$ cat config.mk
export PLATFORM = sky130hd
export DESIGN_NAME = hrae_unit
export DESIGN_NICKNAME = d
export VERILOG_FILES = /design/src/hw/rtl/hrae_pkg.sv /design/src/hw/rtl/hrae_unit.sv
export SDC_FILE = /design/constraint.sdc
export NUM_CORES = 1
export LEC_CHECK = 0
export BUFFER_PORTS_ARGS = -buffer_cell sky130_fd_sc_hd__buf_4
export CAP_MARGIN = 15
export CORE_MARGIN = 3
export CORE_UTILIZATION = 50
export CTS_CLUSTER_DIAMETER = 150
export DETAILED_ROUTE_END_ITERATION = 8
export PLACE_DENSITY = 0.75
export SYNTH_ARGS = -nofsm -noshare
export SYNTH_HDL_FRONTEND = slang
export SYNTH_SLANG_ARGS = --single-unit
$ cat constraint.sdc
create_clock -name clk -period 2.15 [get_ports clk]
set_clock_uncertainty 0.15 [all_clocks]
set_input_delay 0.1075 -clock clk [delete_from_list [all_inputs] [get_ports clk]]
set_output_delay 0.1075 -clock clk [all_outputs]
set_load 0.01 [all_outputs]
$ cat src/hw/rtl/hrae_pkg.sv
`default_nettype none
package hrae_pkg;

	localparam int MAX_POINTS = 256;
	localparam int DIM_BITS   = 16;

	localparam int FUNC_W   = 2;
	localparam int SLOT_W   = 8;
	localparam int VERT_W   = 16;
	localparam int EXTRA_W  = 9;
	localparam int PCOUNT_W = 9;
	localparam int COUNT_W  = 23;

	localparam int ADDR_W = $clog2(MAX_POINTS);
	// slot counters must hold the point count itself
	localparam int IDX_W  = $clog2(MAX_POINTS + 1);
	// width for comparing a slot counter against slot and extra_excluded
	localparam int CMPI_W = (IDX_W > EXTRA_W) ? IDX_W : EXTRA_W;

	localparam logic [COUNT_W-1:0] COUNT_MAX = '1;

	typedef enum logic [FUNC_W-1:0] {
		FUNC_WRITE = 2'd0,
		FUNC_EVAL  = 2'd1,
		FUNC_TOTAL = 2'd2,
		FUNC_NONE  = 2'd3
	} func_t;

	// total: every apex over the table
	// apex:  candidate as apex
	// end:   candidate as an end point
	typedef enum logic [1:0] {
		PASS_TOTAL,
		PASS_APEX,
		PASS_END
	} pass_t;

	typedef enum logic [2:0] {
		ST_IDLE,
		ST_Q_CHK,
		ST_Q_LAT,
		ST_A_CHK,
		ST_A_LAT,
		ST_B_RUN,
		ST_DONE
	} state_t;

	typedef struct packed {
		logic clear;
		logic ld_apex;
		logic ld_d_mem;
		logic ld_d_end;
		logic dup_chk;
		logic cmp;
	} ctl_t;

endpackage
`default_nettype wire

$ cat src/hw/rtl/hrae_unit.sv
`default_nettype none
module hrae_unit (
	input  wire logic                           clk,
	input  wire logic                           arst_n,
	input  wire hrae_pkg::ctl_t                 ctl,
	input  wire logic [hrae_pkg::VERT_W-1:0]    cand_in,
	input  wire logic [hrae_pkg::DIM_BITS-1:0]  rdata,
	output      logic [hrae_pkg::COUNT_W-1:0]   count,
	output      logic                           duplicate
);
	import hrae_pkg::*;

	logic [DIM_BITS-1:0] cand_q;
	logic [DIM_BITS-1:0] apex_q;
	logic [DIM_BITS-1:0] d_q;
	logic [COUNT_W-1:0]  count_q;
	logic                dup_q;
	logic                right_angle;

	// shared compare: the streamed end point against the held apex and first arm
	assign right_angle = (((rdata ^ apex_q) & d_q) == '0);

	always_ff @(posedge clk) begin
		if (ctl.clear) begin
			cand_q <= DIM_BITS'(cand_in);
			apex_q <= DIM_BITS'(cand_in);
		end else if (ctl.ld_apex) begin
			apex_q <= rdata;
		end
		if (ctl.ld_d_end) begin
			d_q <= cand_q ^ rdata;
		end else if (ctl.ld_d_mem) begin
			d_q <= rdata ^ apex_q;
		end
	end

	always_ff @(posedge clk or negedge arst_n) begin
		if (!arst_n) begin
			count_q <= '0;
			dup_q   <= 1'b0;
		end else if (ctl.clear) begin
			count_q <= '0;
			dup_q   <= 1'b0;
		end else begin
			if (ctl.cmp && right_angle && count_q != COUNT_MAX) begin
				count_q <= count_q + COUNT_W'(1);
			end
			if (ctl.dup_chk && rdata == cand_q) begin
				dup_q <= 1'b1;
			end
		end
	end

	assign count     = count_q;
	assign duplicate = dup_q;
endmodule
`default_nettype wire

* After elaboration in Yosys (flattened, before gate mapping) *
Cells that the tools add are included.
W data, S select, Z words.

storage, ports and cells
  register bits after elaboration = 72
  input bits = 40
  output and inout bits = 24
  word-level logic and storage cells = 27

cells by class
  $add $sub $neg = 1
  equal/unequal tests = 2
  mux-type cells = 8
  bitwise operators = 3
  reduce and logical (&&, ||, !) cells = 8

operator list
  kind                     number
  $mux W16                 4
  $mux W23                 2
  $xor A16 B16 Y16         2
  $add A23 B1 Y23 const B  1
  $ne A23 B23 Y1 const B   1
  $and A16 B16 Y16         1
  $eq A16 B16 Y1           1
  $logic_not A16 Y1        1
  $reduce_bool A2 Y1       4
  $logic_and A1 B1 Y1      3
  $mux W1                  2

* Longest topological paths before layout *
Gate-level depths: netlist (run 1).

  depth after elaboration = 7
  mapped depth = 7
  gate-level depth less buffers = 7

* Worst setup path before layout (run 1) *
No wires, ideal clock.

  path type = register -> register
  start point = reg count_q[10] (netlist: count[10])
  end point = reg count_q[3] (netlist: count[3])
  setup time = 125 ps
  arrival time = 2,179 ps
  data required time = 1,875 ps
  slack = -304 ps
  stages on the path, launching flop included = 7
  buffers on the path = 0
  clock period less this slack = 2,454 ps
  cell sequence = dfrtp_1 -> nand4_1 -> or4_1 -> o31ai_2 -> nor3_2 -> nand4_1 -> mux2_2

on the way
  longest elaborated chain between the ends = 3

ends and longest elaborated chain
  item                          RTL line         RTL
  from (decl)                   hrae_unit.sv:16  logic [COUNT_W-1:0] count_q;
  from (signal assigned)        hrae_unit.sv:46  count_q <= count_q + COUNT_W'(1);
  $ne A23 B23 Y1                hrae_unit.sv:45  if (ctl.cmp && right_angle && count_q != COUNT_MAX) begin
  $logic_and A1 B1 Y1           hrae_unit.sv:45
  $reduce_bool A2 Y1 (no line)  -

No other way between the ends.
A chain may end at the register's enable or synchronous reset.

* Worst setup path after layout (run 1) *
  start point = reg count_q[14] (netlist: count[14])
  end point = reg count_q[18] (netlist: count[18])

on the way
  longest elaborated chain between the ends = 3
  elaborated cells on any way between the ends = 6
  classes of those cells = add/sub (1); eq/ne (1); mux (2); reduce/logical (2)

ends and longest elaborated chain
  item                                                      RTL line
  $add A23 B1 Y23 / $ne A23 B23 Y1 (equally long branches)  hrae_unit.sv:46, hrae_unit.sv:45
  $mux W23 / $logic_and A1 B1 Y1 (equally long branches)    hrae_unit.sv:45
  $mux W23 / $reduce_bool A2 Y1 (equally long branches)     -

Several ways; a longest one is shown, not always the timed one. The select of a mux whose other input is x is not followed.

==> flow_summary.yaml, run 1 <==
status:
  outcome: "finished with violations"
  violations: "negative setup slack"
layout:
  area_delta_synth_final_pct: 49.8
  final_cell_area_um2: 5560
  fill_cells: 416
  seq_area_um2: 2040
  antennaDiodeCount: 0
  multi_input_area_um2: 1870
  nNetsFinal: 502
  drive_above_1_share: 0.464
cts:
  cts_htree_levels: 3
  clkTransAtPathRegs_ns: 0.09
  cts_inserted_buffers: 9
  cts_tree: "built"
  insertion_delay_ns: 0.35
  cts.sinks: 72
  clock_path_buffers: 2
  cts_root_buffer: "clkbuf_8"
global_routing:
  grt_max_degree: 30
  gr-usage-all-layers: 0.224
  grt_pass1_wl_um: 14900
  first_global_vias: 3026
  grt-ovfl-total: 0
  grt_antenna_before_repair: 0
sta:
  rsz0062_at_grt: "true"
  slew_headroom: 0.688
  slew_violations: 0
  period_needed_ns: 2.38
  tightest_slew_ns: 0.463
  fin_crit_sh: 1.11
  finalSetupViolations: 19
  hold_viol: 0
  fmax_mhz: 420
  tns_ns: -2.42
  setup_ws_ns: -0.229
min_path:
  hold_path.class: "input port to flop"
routing:
  vias_per_cell: 5.41
  vias: 3041
  dr.pass1.iters: 5
  wirelength_um: 9620
  drc_errors: 0
  wl_per_cell_um: 17.1
  drt_iter0_markers: 155
  ant_nets: 0
placed_design:
  globalplace.congestion: 0.850
  dp_hpwl_um: 6190
  io_buffers: 63
  postPlaceCellArea_um2: 4730
worst_setup_path:
  setup.worst_path.start_class: "flop"
  reg2reg_setup_slack_ns: -0.23
  reg2reg_to: "count[18]"
  crit_start: "count[14]"
  slowest_delay_ns: 0.56
  required_ns: 2.28
  r2r-start: "count[14]"
  arrival_ns: 2.51
  path_class: "flop to flop"
  endpoint: "count[18]"
  cp_slowest_cell: "or4_4"
  end_kind: "flop"
  cp_max_fo: 8
  crit_chain: "nand2_1, nor4_1, a2111o_1, or4_4, or4_4, a21oi_2"
  crit_top_cell: "or4_4"
  reg2reg_depth: 6
floorplanning:
  ios: 64
  die_area_um2: 8500
  initial_core_util: 0.532
  die_h_um: 92.2
  rows: 30
  die_width_um: 92.2
  coreArea_um2: 6980
synth:
  synth_largest_area_cell: "edfxtp_1"
  avgSynthCellArea_um2: 12.4
  synth.area.mux_share: 0.113
  synthDistinctLibCells: 43
  synth_compound_area_frac: 0.0633
  synthXorXnorAreaFrac: 0.120
  synth_nets: 340
  synth_adder_area_share: 0.00337
  yosysTopAreaCellShare: 0.388
  synth_area_um2: 3710
  seq_area_frac_synth: 0.550
  synth_top_family_by_area: "simple AND/OR/NAND/NOR gates"
  synth_simple_gate_area_frac: 0.137
  synth_area_leaders: "edfxtp_1 (39%), dfrtp_1 (16%), xnor2_1 (8.3%), mux2_2 (6.4%), mux2i_1 (4.6%)"
  syn_inst: 299
  ys_ff_latch: 72
  synth_warnings: 0
job:
  drv_cap: 0
power:
  powerDensity_nw_per_um2: 609
  ir_drop_v: 0.000361
  fin_total_pwr_w: 0.00339
  p_leak_nw: 2.29
==> routing by layer <==
metal	track usage	up-vias	share of wire
li1	-	1438	-
met1	0.288	1507	0.43
met2	0.389	84	0.52
met3	0.0304	12	0.037
met4	0.0743	0	0.012
met5	0	-	0
==> registers in the layout, indices dropped and copies added (netlist names) <==
signal and count:
duplicate 1, apex_q 16, count 23, cand_q 16, d_q 16
==> synthesized netlist by cell type (all sizes together) <==
cell type   n
a222oi      1
nor2b       5
nand4      11
and4        1
o31ai       5
nand2b      2
nor3b       1
and3        1
o21ai       5
or3         3
xor2       16
a2111o      1
a21oi       9
o211ai      1
o31a        1
a31o        1
a22oi       7
or2b        2
or4         6
nand2      13
mux2       22
a31oi       1
or2         3
mux2i      17
inv         4
nand3       9
nor3        2
xnor2      35
edfxtp     48
ha          1
nor4       10
clkbuf      7
dfrtp      24
o21ba       1
nor2       20
a21o        1
buf         2
==> worst min-delay path by stage <==
stage                    from         to  slack (ns)  cells past startpoint
CTS                    ctl[5]  count[10]        0.01                      2
global placement       arst_n  count[19]       -0.12                      1
detailed placement     arst_n  count[19]       -0.12                      1
global route        rdata[10]    d_q[10]        0.03                      3
floorplan              arst_n   count[0]       -0.34                      0
finish              rdata[10]    d_q[10]        0.02                      3
==> layout make-up <==
| class | instances | share of cell area |
|---|---|---|
| clock inverters | 7 | 0.0128 |
| clock buffers | 9 | 0.0223 |
| repair buffers | 159 | 0.237 |
| multi-input cells | 215 | 0.336 |
| inverters | 4 | 0.00270 |
| well taps | 96 | 0.0216 |
| flip-flops and latches | 72 | 0.367 |
==> cells by family (layout without fill, tap and decap cells) <==
kind of cell	count (synthesis)	in the layout
DFF	72	72
AOI/OAI and AO/OA	34	34
xor gates and xnor gates	51	51
and+or+nand+nor	89	90
adders and majority gates	1	1
muxes	39	39
buffers and inverters	13	179
==> layout by cell type (no fill, tap or decap), types with 3 or more instances in the layout <==
master and count:
nor4_2 4, buf_6 7, a21oi_1 5, dlygate4sd3_1 22
o31ai_1 3, a22oi_1 5, nor4_4 4, nor2b_1 5
clkinvlp_4 3, dfrtp_1 23, mux2_4 5, inv_1 3
a21oi_2 4, mux2_2 17, edfxtp_1 48, xor2_1 15
mux2i_1 17, buf_12 3, nand4_1 9, nor2_1 20
o21ai_0 4, buf_4 126, nand3_1 6, nand2_1 13
clkbuf_8 9, or4_4 4, xnor2_1 33
==> stage by stage <==
| stage | std cells | setup slack, ns | hold slack, ns | utilization |
|---|---|---|---|---|
| after detailed placement | 504 | -0.275 | -0.118 | 0.678 |
| after global routing | 562 | -0.299 | 0.0298 | 0.797 |
| after global placement | 504 | -0.224 | -0.121 | 0.678 |
| after floorplan | 299 | -0.277 | -0.338 | - |
| after CTS | 553 | -0.222 | 0.0143 | 0.766 |
| final | 562 | -0.229 | 0.0216 | 0.797 |
==> repair_timing <==
| action | in CTS | in global routing |
|---|---|---|
| hold buffers | 22 | 0 |
| endpoints found under the hold margin | 61 | 0 |
| pin swaps | 22 | 25 |
| cloned | 1 | 0 |
| buffers inserted | 11 | 11 |
| endpoints found under the setup margin | 18 | 23 |
| resized for setup | 18 | 32 |
==> where the power goes <==
part	internal, W	total [W]	switching, W	leakage [nW]
Combinational	0.000340	0.000644	0.000304	1.38
Sequential	0.00161	0.00167	0.0000597	0.816
Clock	0.000535	0.00107	0.000533	0.0916
==> critical path, delay by kind of cell (launching register included) <==
family,cells,cell delay [ns]
DFF,1,0.40
and+or+nand+nor,4,1.24
AOI/OAI and AO/OA,2,0.53
(Power assumes the default switching activity.)
==> run 2, diff against run 1 <==
Settings changed: CAP_MARGIN 15 to 10, SETUP_SLACK_MARGIN set to 0.5.
==> flow_summary.yaml, run 2 (same netlist as run 1, synthesis figures left out) <==
status:
  outcome: "finished with violations"
  violations: "negative setup slack"
floorplanning:
  initial_core_util: 0.532
  ios: 64
  rows: 30
  die_width_um: 92.2
  coreArea_um2: 6980
  die_area_um2: 8500
  die_h_um: 92.2
routing:
  dr.pass1.iters: 4
  ant_nets: 0
  drc_errors: 0
  wirelength_um: 10100
  drt_iter0_markers: 143
  vias: 3134
  wl_per_cell_um: 17.8
  vias_per_cell: 5.49
cts:
  clkTransAtPathRegs_ns: 0.08
  cts_tree: "built"
  cts_root_buffer: "clkbuf_8"
  clock_path_buffers: 2
  cts.sinks: 72
  cts_htree_levels: 3
  insertion_delay_ns: 0.35
  cts_inserted_buffers: 9
sta:
  hold_viol: 0
  setup_ws_ns: -0.257
  fmax_mhz: 415
  slew_violations: 0
  finalSetupViolations: 22
  tightest_slew_ns: 0.466
  rsz0062_at_grt: "true"
  period_needed_ns: 2.41
  fin_crit_sh: 1.12
  slew_headroom: 0.689
worst_setup_path:
  setup.worst_path.start_class: "flop"
  cp_max_fo: 8
  path_class: "flop to flop"
  arrival_ns: 2.53
  required_ns: 2.28
  end_kind: "flop"
global_routing:
  grt_antenna_before_repair: 0
  grt_pass1_wl_um: 14400
  grt-ovfl-total: 0
  grt_max_degree: 25
  first_global_vias: 2916
  gr-usage-all-layers: 0.221
layout:
  drive_above_1_share: 0.465
  layout_common_cells: "buf_4 (134), edfxtp_1 (48), xnor2_1 (31), dfrtp_1 (23), dlygate4sd3_1 (23)"
  largest_register_ffs: 23
  antennaDiodeCount: 0
  final_common_cell: "buf_4"
  area_delta_synth_final_pct: 51.8
  final_cell_area_um2: 5640
  nNetsFinal: 511
power:
  sequentialPowerShare: 0.461
  swShare: 0.245
  power_frac_comb: 0.185
  p_leak_nw: 2.37
  powerDensity_nw_per_um2: 645
  clkPwrFrac: 0.354
  p_sw_w: 0.000892
  p_int_w: 0.00275
  ir_drop_v: 0.000508
placed_design:
  dp_hpwl_um: 6150
  io_buffers: 63
  dp_slack_ns: -0.355
  globalplace.congestion: 0.818
  postPlaceCellArea_um2: 4730
job:
  drv_cap: 0
min_path:
  hold_path.class: "input port to flop"
## run 2: changes by cell type in the layout (fill, tap and decap cells not counted), sizes merged
cell / delta
dlygate4sd3: +1
bufinv: +2
clkbuf: +2
clkinv: -2
buf: +8
clkinvlp: -1
inv: -1
## run 2: repair_timing
action / CTS / global route
pin swaps: 11 / 27
cloned: 0 / 1
hold buffers: 23 / 0
endpoints found under the hold margin: 62 / 0
gates resized for setup: 14 / 34
setup buffers: 6 / 20
setup endpoints to repair: 23 / 24
## run 2: path summary, 6_finish.rpt
check / from / cells after the start / slack [ns] / to
setup / recovery: count[19] / 6 / -0.26 / count[18]
hold / removal: ctl[5] / 1 / 0.01 / cand_q[4]
setup reg to reg: count[19] / 6 / -0.26 / count[18]
hold reg to reg: duplicate / 2 / 0.45 / duplicate
max in group asynchronous: arst_n / 2 / 1.53 / count[5]
min in group asynchronous: arst_n / 2 / 0.04 / count[15]
## run 2: area by class of cell
class | instances | area (µm²)
Sequential cell | 72 | 2040
Fill cell | 399 | 1350
Timing Repair Buffer | 168 | 1360
Clock inverter | 5 | 105
Inverter | 4 | 15.0
Tap cell | 96 | 120
Multi-Input combinational cell | 215 | 1860
Clock buffer | 11 | 131
## run 2: critical path: stages (launching register included)
cell and delay [ns]:
dfrtp_1 0.39, nand4_1 0.16, nor4_2 0.08, a2111o_1 0.43
or4_4 0.57, or4_4 0.44, a21oi_2 0.12
## run 2: routing by layer
layer | part of all wire | vias to the layer above | wire length, µm | track usage
li1 | - | 1456 | - | -
met1 | 0.41 | 1525 | 4110 | 0.289
met2 | 0.51 | 115 | 5150 | 0.364
met3 | 0.051 | 38 | 512 | 0.0369
met4 | 0.037 | 0 | 371 | 0.0891
met5 | 0 | - | 0 | 0
## run 2: stage by stage
step,utilization,total power (W),std cells,hold slack [ns],TNS (ns)
floorplan,-,0.00196,299,-0.338,-2.36
global placement,0.678,0.00217,505,-0.121,-1.73
detailed placement,0.678,0.00218,505,-0.117,-2.47
CTS,0.760,0.00352,550,0.00148,-2.26
global route,0.807,0.00378,571,0.00687,-5.25
finish,0.807,0.00364,571,0.0130,-3.26
## run 2: power by group through the flow
stage	logic, W	clock network, W	registers [W]
final	0.000674	0.00129	0.00168
after floorplan	0.000276	0	0.00168
after global placement	0.000472	0	0.00169
after detailed placement	0.000484	0	0.00170
after global routing	0.000722	0.00137	0.00169
after CTS	0.000556	0.00130	0.00167
