$ cat config.mk
export PLATFORM = sky130hd
export DESIGN_NAME = hrae_seq
export DESIGN_NICKNAME = d
export VERILOG_FILES = /design/src/hw/rtl/hrae_pkg.sv /design/src/hw/rtl/hrae_seq.sv
export SDC_FILE = /design/constraint.sdc
export NUM_CORES = 1
export LEC_CHECK = 0
export ABC_AREA = 1
export BUFFER_PORTS_ARGS = -buffer_cell sky130_fd_sc_hd__buf_2
export CORE_MARGIN = 1.5
export CORE_UTILIZATION = 65
export DETAILED_ROUTE_END_ITERATION = 12
export PLACE_DENSITY = 0.86
export RECOVER_POWER = 100
export SYNTH_ARGS = -nofsm -noshare
export SYNTH_HDL_FRONTEND = slang
export SYNTH_SLANG_ARGS = --single-unit
$ cat constraint.sdc
create_clock -name clk -period 3.2 [get_ports clk]
set_input_delay 0.48 -clock clk [delete_from_list [all_inputs] [get_ports clk]]
set_output_delay 0.48 -clock clk [all_outputs]
set_load 0.01 [all_outputs]
$ cat src/hw/rtl/hrae_pkg.sv
`default_nettype none
package hrae_pkg;

	localparam int MAX_POINTS = 256;
	localparam int DIM_BITS   = 16;

	localparam int FUNC_W   = 2;
	localparam int SLOT_W   = 8;
	localparam int VERT_W   = 16;
	localparam int EXTRA_W  = 9;
	localparam int PCOUNT_W = 9;
	localparam int COUNT_W  = 23;

	localparam int ADDR_W = $clog2(MAX_POINTS);
	// slot counters must hold the point count itself
	localparam int IDX_W  = $clog2(MAX_POINTS + 1);
	// width for comparing a slot counter against slot and extra_excluded
	localparam int CMPI_W = (IDX_W > EXTRA_W) ? IDX_W : EXTRA_W;

	localparam logic [COUNT_W-1:0] COUNT_MAX = '1;

	typedef enum logic [FUNC_W-1:0] {
		FUNC_WRITE = 2'd0,
		FUNC_EVAL  = 2'd1,
		FUNC_TOTAL = 2'd2,
		FUNC_NONE  = 2'd3
	} func_t;

	// total: every apex over the table
	// apex:  candidate as apex
	// end:   candidate as an end point
	typedef enum logic [1:0] {
		PASS_TOTAL,
		PASS_APEX,
		PASS_END
	} pass_t;

	typedef enum logic [2:0] {
		ST_IDLE,
		ST_Q_CHK,
		ST_Q_LAT,
		ST_A_CHK,
		ST_A_LAT,
		ST_B_RUN,
		ST_DONE
	} state_t;

	typedef struct packed {
		logic clear;
		logic ld_apex;
		logic ld_d_mem;
		logic ld_d_end;
		logic dup_chk;
		logic cmp;
	} ctl_t;

endpackage
`default_nettype wire

$ cat src/hw/rtl/hrae_seq.sv
`default_nettype none
module hrae_seq (
	input  wire logic                           clk,
	input  wire logic                           arst_n,
	input  wire logic                           start,
	input  wire logic [hrae_pkg::FUNC_W-1:0]    func,
	input  wire logic [hrae_pkg::SLOT_W-1:0]    slot,
	input  wire logic [hrae_pkg::EXTRA_W-1:0]   extra,
	input  wire logic [hrae_pkg::PCOUNT_W-1:0]  point_count,
	input  wire logic                           out_free,
	output      hrae_pkg::ctl_t                 ctl,
	output      logic                           rd_en,
	output      logic [hrae_pkg::ADDR_W-1:0]    rd_addr,
	output      logic                           busy,
	output      logic                           done
);
	import hrae_pkg::*;

	state_t              state_q, state_d;
	pass_t               pass_q;
	logic [IDX_W-1:0]    n_q;
	logic [CMPI_W-1:0]   pos_q;
	logic [CMPI_W-1:0]   extra_q;
	logic [IDX_W-1:0]    q_q, a_q, b_q;
	logic                pend_s1;
	logic                q_end, a_end, b_end;
	logic                q_skip, a_skip, b_skip;

	assign q_end = (q_q >= n_q);
	assign a_end = (a_q >= n_q);
	assign b_end = (b_q >= n_q);

	assign q_skip = (pass_q == PASS_END) && (CMPI_W'(q_q) == pos_q);
	assign a_skip = (pass_q == PASS_TOTAL) ? (a_q == q_q) : (CMPI_W'(a_q) == pos_q);
	assign b_skip = (pass_q == PASS_TOTAL) ? (b_q == q_q) :
		((CMPI_W'(b_q) == pos_q) || (pass_q == PASS_END && b_q == q_q));

	// next state
	always_comb begin
		state_d = state_q;
		unique case (state_q)
			ST_IDLE: begin
				if (start) begin
					if (func == FUNC_EVAL) begin
						state_d = ST_A_CHK;
					end else if (func == FUNC_TOTAL) begin
						state_d = ST_Q_CHK;
					end else begin
						state_d = ST_DONE;
					end
				end
			end
			ST_Q_CHK: begin
				if (q_end) begin
					state_d = ST_DONE;
				end else if (!q_skip) begin
					state_d = ST_Q_LAT;
				end
			end
			ST_Q_LAT: begin
				state_d = (pass_q == PASS_END) ? ST_B_RUN : ST_A_CHK;
			end
			ST_A_CHK: begin
				if (a_end) begin
					state_d = ST_Q_CHK;
				end else if (!a_skip) begin
					state_d = ST_A_LAT;
				end
			end
			ST_A_LAT: begin
				state_d = ST_B_RUN;
			end
			ST_B_RUN: begin
				if (b_end) begin
					state_d = (pass_q == PASS_END) ? ST_Q_CHK : ST_A_CHK;
				end
			end
			ST_DONE: begin
				if (out_free) begin
					state_d = ST_IDLE;
				end
			end
			default: state_d = ST_IDLE;
		endcase
	end

	// outputs
	always_comb begin
		ctl         = '0;
		ctl.clear   = (state_q == ST_IDLE) && start;
		ctl.ld_apex = (state_q == ST_Q_LAT);
		ctl.ld_d_end = (state_q == ST_Q_LAT) && (pass_q == PASS_END);
		ctl.ld_d_mem = (state_q == ST_A_LAT);
		ctl.dup_chk = (state_q == ST_A_LAT) && (pass_q == PASS_APEX) &&
			(CMPI_W'(a_q) != extra_q);
		ctl.cmp     = pend_s1;
		rd_en       = 1'b0;
		rd_addr     = '0;
		unique case (state_q)
			ST_Q_CHK: begin
				rd_en   = !q_end && !q_skip;
				rd_addr = q_q[ADDR_W-1:0];
			end
			ST_A_CHK: begin
				rd_en   = !a_end && !a_skip;
				rd_addr = a_q[ADDR_W-1:0];
			end
			ST_B_RUN: begin
				rd_en   = !b_end;
				rd_addr = b_q[ADDR_W-1:0];
			end
			default: begin
				rd_en   = 1'b0;
				rd_addr = '0;
			end
		endcase
		busy = (state_q != ST_IDLE);
		done = (state_q == ST_DONE);
	end

	always_ff @(posedge clk or negedge arst_n) begin
		if (!arst_n) begin
			state_q <= ST_IDLE;
			pass_q  <= PASS_TOTAL;
			n_q     <= '0;
			pos_q   <= '0;
			extra_q <= '0;
			q_q     <= '0;
			a_q     <= '0;
			b_q     <= '0;
			pend_s1 <= 1'b0;
		end else begin
			state_q <= state_d;
			// end point read this cycle is compared when its data returns
			pend_s1 <= (state_q == ST_B_RUN) && !b_end && !b_skip;
			unique case (state_q)
				ST_IDLE: begin
					if (start) begin
						pass_q  <= (func == FUNC_TOTAL) ? PASS_TOTAL : PASS_APEX;
						n_q     <= (point_count > MAX_POINTS) ? IDX_W'(MAX_POINTS)
							: IDX_W'(point_count);
						pos_q   <= CMPI_W'(slot);
						extra_q <= CMPI_W'(extra);
						q_q     <= '0;
						a_q     <= '0;
					end
				end
				ST_Q_CHK: begin
					if (!q_end && q_skip) begin
						q_q <= q_q + IDX_W'(1);
					end
				end
				ST_Q_LAT: begin
					if (pass_q == PASS_END) begin
						b_q <= '0;
					end else begin
						a_q <= '0;
					end
				end
				ST_A_CHK: begin
					if (a_end) begin
						if (pass_q == PASS_APEX) begin
							pass_q <= PASS_END;
							q_q    <= '0;
						end else begin
							q_q <= q_q + IDX_W'(1);
						end
					end else if (a_skip) begin
						a_q <= a_q + IDX_W'(1);
					end
				end
				ST_A_LAT: begin
					b_q <= a_q + IDX_W'(1);
				end
				ST_B_RUN: begin
					if (!b_end) begin
						b_q <= b_q + IDX_W'(1);
					end else if (pass_q == PASS_END) begin
						q_q <= q_q + IDX_W'(1);
					end else begin
						a_q <= a_q + IDX_W'(1);
					end
				end
				default: begin
				end
			endcase
		end
	end
endmodule
`default_nettype wire
### Word-level counts from Yosys, hierarchy flattened

Cells that the tools add are included.

* muxes and demuxes: 38
* magnitude comparators: 4
* equal/unequal tests: 31
* reductions and logical operators: 31
* add/subtract/negate cells: 3

Operator list (count)
* $mux W9: 14
* $pmux W9 S4: 2
* $mux W3: 10
* $add A9 B1 Y9 const B: 3
* $eq A9 B8 Y1: 3
* $ge A9 B9 Y1: 3
* $pmux W9 S3: 1
* $ne A2 B2 Y1 const B: 12
* $pmux W8 S3: 1
* $pmux W3 S7: 1
* $eq A9 B9 Y1: 2
* $logic_and A1 B1 Y1: 11
* $eq A3 B3 Y1 const B: 3
* $gt A9 B9 Y1 const B: 1
* $ne A9 B9 Y1: 1
* $mux W2: 4
* $reduce_bool A4 Y1: 2
* $reduce_and A7 Y1: 1
* $eq A3 B2 Y1 const B: 2
* $logic_not A1 Y1: 6
* $ne A3 B3 Y1 const B: 2
* $reduce_and A6 Y1: 1
* $reduce_bool A3 Y1: 2
* $reduce_and A5 Y1: 1
* 14 further kinds: 18

* logic and storage cells: 116
* flip-flop bits (word level): 59
* bits of input ports: 32
* output and inout port bits: 17

### Logic depth before layout (Yosys ltp)

* word-level depth: 6
* depth in mapped cells: 14
* gate-level depth less buffers: 13

### Least setup slack after synthesis

No wires, ideal clock.

* path type: reg-to-output
* from: reg b_q[8]
* to: out rd_en
* buffers on the path: 0
* cell stages (with the launch flop): 8
* path slack: 1.211 ns
* data required time: 2.720 ns
* data arrival time: 1.509 ns
* cell sequence: dfrtp_1 ha_1 a21o_1 nor2_1 nand4_1 nor2_1 a21oi_1 o21ai_0

* cells in the longest elaborated chain, start to end: 3

RTL lines
* start: declaration: RTL line hrae_seq.sv:24 `logic [IDX_W-1:0] q_q, a_q, b_q;`
* start signal: assignment: RTL line hrae_seq.sv:173 `b_q <= a_q + IDX_W'(1);`
* start signal: assignment: RTL line hrae_seq.sv:177 `b_q <= b_q + IDX_W'(1);`
* $ge A9 B9 Y1: RTL line hrae_seq.sv:31 `assign b_end = (b_q >= n_q);`
* $logic_not A1 Y1
* $pmux W1 S3: RTL line hrae_seq.sv:99 `unique case (state_q)`
* end: declaration: RTL line hrae_seq.sv:12 `output logic rd_en,`

Every way passes these cells.

### Final worst setup path

* from: reg b_q[6]
* to: reg a_q[8]

* cells in the longest elaborated chain, start to end: 3

RTL lines
* $ge A9 B9 Y1: RTL line hrae_seq.sv:31
* $ne A2 B2 Y1 (no line)
* $reduce_and A7 Y1 (no line)
* end signal: assignment: RTL line hrae_seq.sv:169 `a_q <= a_q + IDX_W'(1);`
* end signal: assignment: RTL line hrae_seq.sv:181 `a_q <= a_q + IDX_W'(1);`
* end: declaration: RTL line hrae_seq.sv:24

Every way passes these cells.
A chain may end at the register's enable or synchronous reset.

==> flow_summary.rst <==
.. list-table::
   :header-rows: 1

   * - Metric
     - Value
   * - Run status
     - completed
   * - Post-synth ARST share
     - 1.00
   * - Max stage delay on crit path
     - between 900 and 1000 ps
   * - Worst-path clk slew
     - around 90 ps
   * - Area share of the largest cell type after synthesis
     - 0.301
   * - Final Max Slew Viols
     - 0
   * - Effective utilization at floorplan
     - 0.672
   * - EDFF count, synth
     - 0
   * - Clock buffers created by TritonCTS
     - 9
   * - First-pass GRT wire length
     - between 20,000 and 30,000 um
   * - Slew at the pin closest to its max-slew limit
     - around 1300 ps
   * - Overall via count from detail_route
     - roughly 5,300
   * - Insertion delay of the later-clocked pin in the worst-skew pair
     - about 350 ps
   * - All-layer global routing usage
     - 0.408
   * - Port bufs
     - between 40 and 50
   * - P per Cell Area
     - 814 mW/mm^2
   * - Chip Width
     - ~90 um
   * - Largest fanout on the critical path
     - 24
   * - Worst-case clock skew
     - about 12 ps
   * - Kind of critical path
     - flop to flop
   * - Hold buffer count at cts
     - 0
   * - # Max-Cap Violations
     - 0
   * - Num Clock Sinks
     - 59
   * - Hpwl dp
     - roughly 12,000 um
   * - Post-detailed-route via-to-cell ratio
     - 6.05
   * - Number of global-route vias before repair
     - 5,166
   * - Number of failing setup endpoints in the final timing report
     - 0
   * - Slowest cell on the critical path
     - nor2_2
   * - Fraction of final layout cells with drive strength greater than 1
     - 0.115
   * - Clock period minus final worst setup slack
     - between 2000 and 3000 ps
   * - Iteration-0 DRC Markers
     - 482
   * - Area of the die
     - a little over 0.008 sq mm
   * - Endpoint kind of the worst setup timing path
     - flop
   * - CP arrival
     - 3180 ps
   * - Number of logic stages on the critical path including buffering
     - 10
   * - Synth Instances
     - 730
   * - Y dimension of the die
     - 89.8 um
   * - Post-CTS setup-driven buffer insertion count
     - 0
   * - Synth area leaders
     - dfrtp_1 (30%), nand2_1 (17%), ha_1 (8.2%)
   * - Class of the tightest hold or removal check
     - primary input to flop
   * - Synth Warn #
     - 0
   * - Layout-stage area growth over the synthesis result
     - 8.73%
   * - Worst endpoint required time
     - ~3400 ps
   * - Number of H-tree levels
     - 3
   * - Slew headroom
     - 0.110
   * - Count of buffering cells on the critical path with inverters included
     - 0
   * - RSZ-0062 raised after global routing
     - no
   * - Cell occurring most often along the worst timing path
     - nand2_1
   * - CTS tree
     - yes
   * - Most frequently used flop master after synthesis
     - dfrtp_1
   * - Weighted congestion reported at the end of routability-driven placement
     - 1.03
   * - Pre-antenna DRT Iters
     - 5
   * - WL per Instance
     - about 18 um
   * - Netlist area before placement
     - roughly 0.0049 sq mm
   * - Final setup TNS
     - 0 ps
   * - Cell chosen for the clock root
     - clkbuf_8
   * - Number of antenna violations at the first check in global routing
     - 0
   * - Worst slack at placement
     - between 700 and 800 ps
   * - Nature of the critical path startpoint
     - flop
   * - Count of antenna diodes in the layout
     - 0
   * - FF-to-FF path depth
     - 10
   * - GRT Residual Overflow
     - 0
   * - Count of cells along the worst hold path
     - 3
   * - Antenna-violating nets left
     - 0
   * - Cell Rows
     - 31
   * - Fillcell total
     - 646
   * - Delay-heaviest family, CP
     - simple AND/OR/NAND/NOR gates
   * - Final routed DRC violation total
     - 0
   * - Pin count of the biggest net entering global routing
     - 25
   * - Post-Syn Area per Cell
     - 6.72 sq um
   * - Sequential-to-total area share from yosys stat
     - 0.301
   * - Distinct cells, synth
     - between 40 and 50
   * - Peak Freq
     - 341 MHz
   * - Synthesized net count
     - approximately 790
   * - Sequence of cells on the critical path
     - ha_1 -> nand2_1 -> nor2_1 -> nand3b_1 -> nand4_1 -> nor2_1 -> nor2_2 -> nand3_4 -> nand2_1 -> nand2_1
   * - FF+latch count, synth
     - ~60
   * - Standby leakage power
     - between 2 and 3 nW
   * - Total number of nets in the final design
     - 834
   * - Worst ir drop on vdd
     - between 400 and 500 uV
   * - Share of the clock period used by the worst path after layout
     - 0.917
   * - Number of failing hold endpoints at the final stage
     - 0
   * - Cell type contributing the most total cell area after synthesis
     - dfrtp_1
   * - Clk buf depth
     - 2
   * - Total core area
     - 0.00729 sq mm
   * - Count of pins on the block boundary
     - 49
   * - WL final
     - 15,900 um
   * - Flop-to-flop setup slack
     - around 270 ps
   * - Worst Setup Slack, final
     - roughly 270 ps
   * - Number of resized instances in the post-cts repair step
     - 0
[tightest hold or removal path: cells and delay by family]
family / cells / cell delay, ps
buf+inv: 1 / 70
simple gates: 2 / 90
[sequential cells by signal, indices dropped and copies added, names as in the netlist]
signal / flops
state_q: 3
pos_q: 8
pass_q: 2
n_q: 9
extra_q: 9
a_q: 9
b_q: 9
q_q: 9
pend_s1: 1
[kinds of logic (layout without fill, tap and decap cells)]
logic type               Yosys count  count (layout)  synth area share
buffers and inverters            110             155            0.0909
AO/OA/AOI/OAI                     91              91             0.108
flip-flops                        59              59             0.301
XOR/XNOR                          27              27            0.0482
adder cells (fa/ha/maj)           32              32            0.0817
AND/OR/NAND/NOR                  411             411             0.370
[synthesized netlist by cell type, types with 3 or more instances]
library cell  number
a21oi_1           15
and3_1             3
buf_2              7
clkbuf_1          14
dfrtp_1           59
ha_1              32
inv_1             69
inv_2             12
nand2_1          226
nand2_2           12
nand3_1           52
nand3_2            3
nand4_1           22
nor2_1            69
nor2_2             4
nor2_4             3
nor3_1             6
nor4_1             4
o21ai_0           36
o21ai_1           11
o221ai_1           8
o22ai_1           10
xnor2_1           11
xor2_1            16
[path summary, 6_finish.rpt]
path                                   startpoint                      to
setup / recovery               b_q[6]$_DFFE_PN0P_      a_q[8]$_DFFE_PN0P_
setup reg to reg               b_q[6]$_DFFE_PN0P_      a_q[8]$_DFFE_PN0P_
hold reg to reg            extra_q[6]$_DFFE_PN0P_  extra_q[6]$_DFFE_PN0P_
min in group asynchronous                  arst_n      q_q[0]$_DFFE_PN0P_
hold / removal                           extra[6]  extra_q[6]$_DFFE_PN0P_
max in group asynchronous                  arst_n      b_q[6]$_DFFE_PN0P_
[per-stage QoR]
stage	instances	cell area (sq um)	hold WS (ps)	power, mW	utilization
after floorplan	730	4900	184	2.98	-
after global placement	858	5190	455	3.52	0.712
after detailed placement	858	5190	467	3.63	0.712
after CTS	874	5370	98.4	4.28	0.737
after global routing	874	5330	313	4.63	0.731
final	874	5330	321	4.34	0.731
[layout make-up]
class / count / area [sq um] / area share
inverter: 83 / 312 / 0.0585
sequential: 59 / 1480 / 0.277
timing repair buffer: 56 / 269 / 0.0505
clock buffer: 9 / 124 / 0.0232
multi-input combinational: 561 / 2970 / 0.557
clock inverter: 7 / 56.3 / 0.0106
tap: 99 / 124 / 0.0232
[layout by cell type (no fill, tap or decap), types with 3 or more instances in the layout]
| cell | synthesis | routed |
|---|---|---|
| o22ai_1 | 10 | 10 |
| ha_1 | 32 | 32 |
| dfrtp_1 | 59 | 59 |
| a21oi_1 | 15 | 16 |
| clkbuf_8 | 0 | 9 |
| nand2_2 | 12 | 12 |
| inv_6 | 0 | 4 |
| nor4_1 | 4 | 4 |
| xor2_1 | 16 | 16 |
| and3_1 | 3 | 3 |
| clkbuf_1 | 14 | 19 |
| nand3_1 | 52 | 52 |
| inv_2 | 12 | 11 |
| nand3_2 | 3 | 3 |
| o21ai_0 | 36 | 43 |
| nor2_2 | 4 | 4 |
| o221ai_1 | 8 | 8 |
| inv_1 | 69 | 70 |
| buf_2 | 7 | 32 |
| nor2_1 | 69 | 70 |
| buf_4 | 2 | 5 |
| nand2_1 | 226 | 226 |
| nor3_1 | 6 | 6 |
| nand4_1 | 22 | 22 |
| o21ai_1 | 11 | 4 |
| xnor2_1 | 11 | 11 |
[report_power, final]
group          internal, mW  switching (mW)  leakage [nW]
Combinational         0.765            1.75          1.85
Sequential            0.949           0.216         0.778
Clock                 0.292           0.371        0.0910
Total                  2.01            2.33          2.72
[per-layer routing]
layer,track usage,wire length (um),vias up
met5,0,0,-
li1,-,-,2460
met3,0.0626,1590,52
met2,0.691,7670,348
met1,0.510,6090,2428
met4,0.189,549,0
No activity file was read; power rests on OpenSTA's default activity.
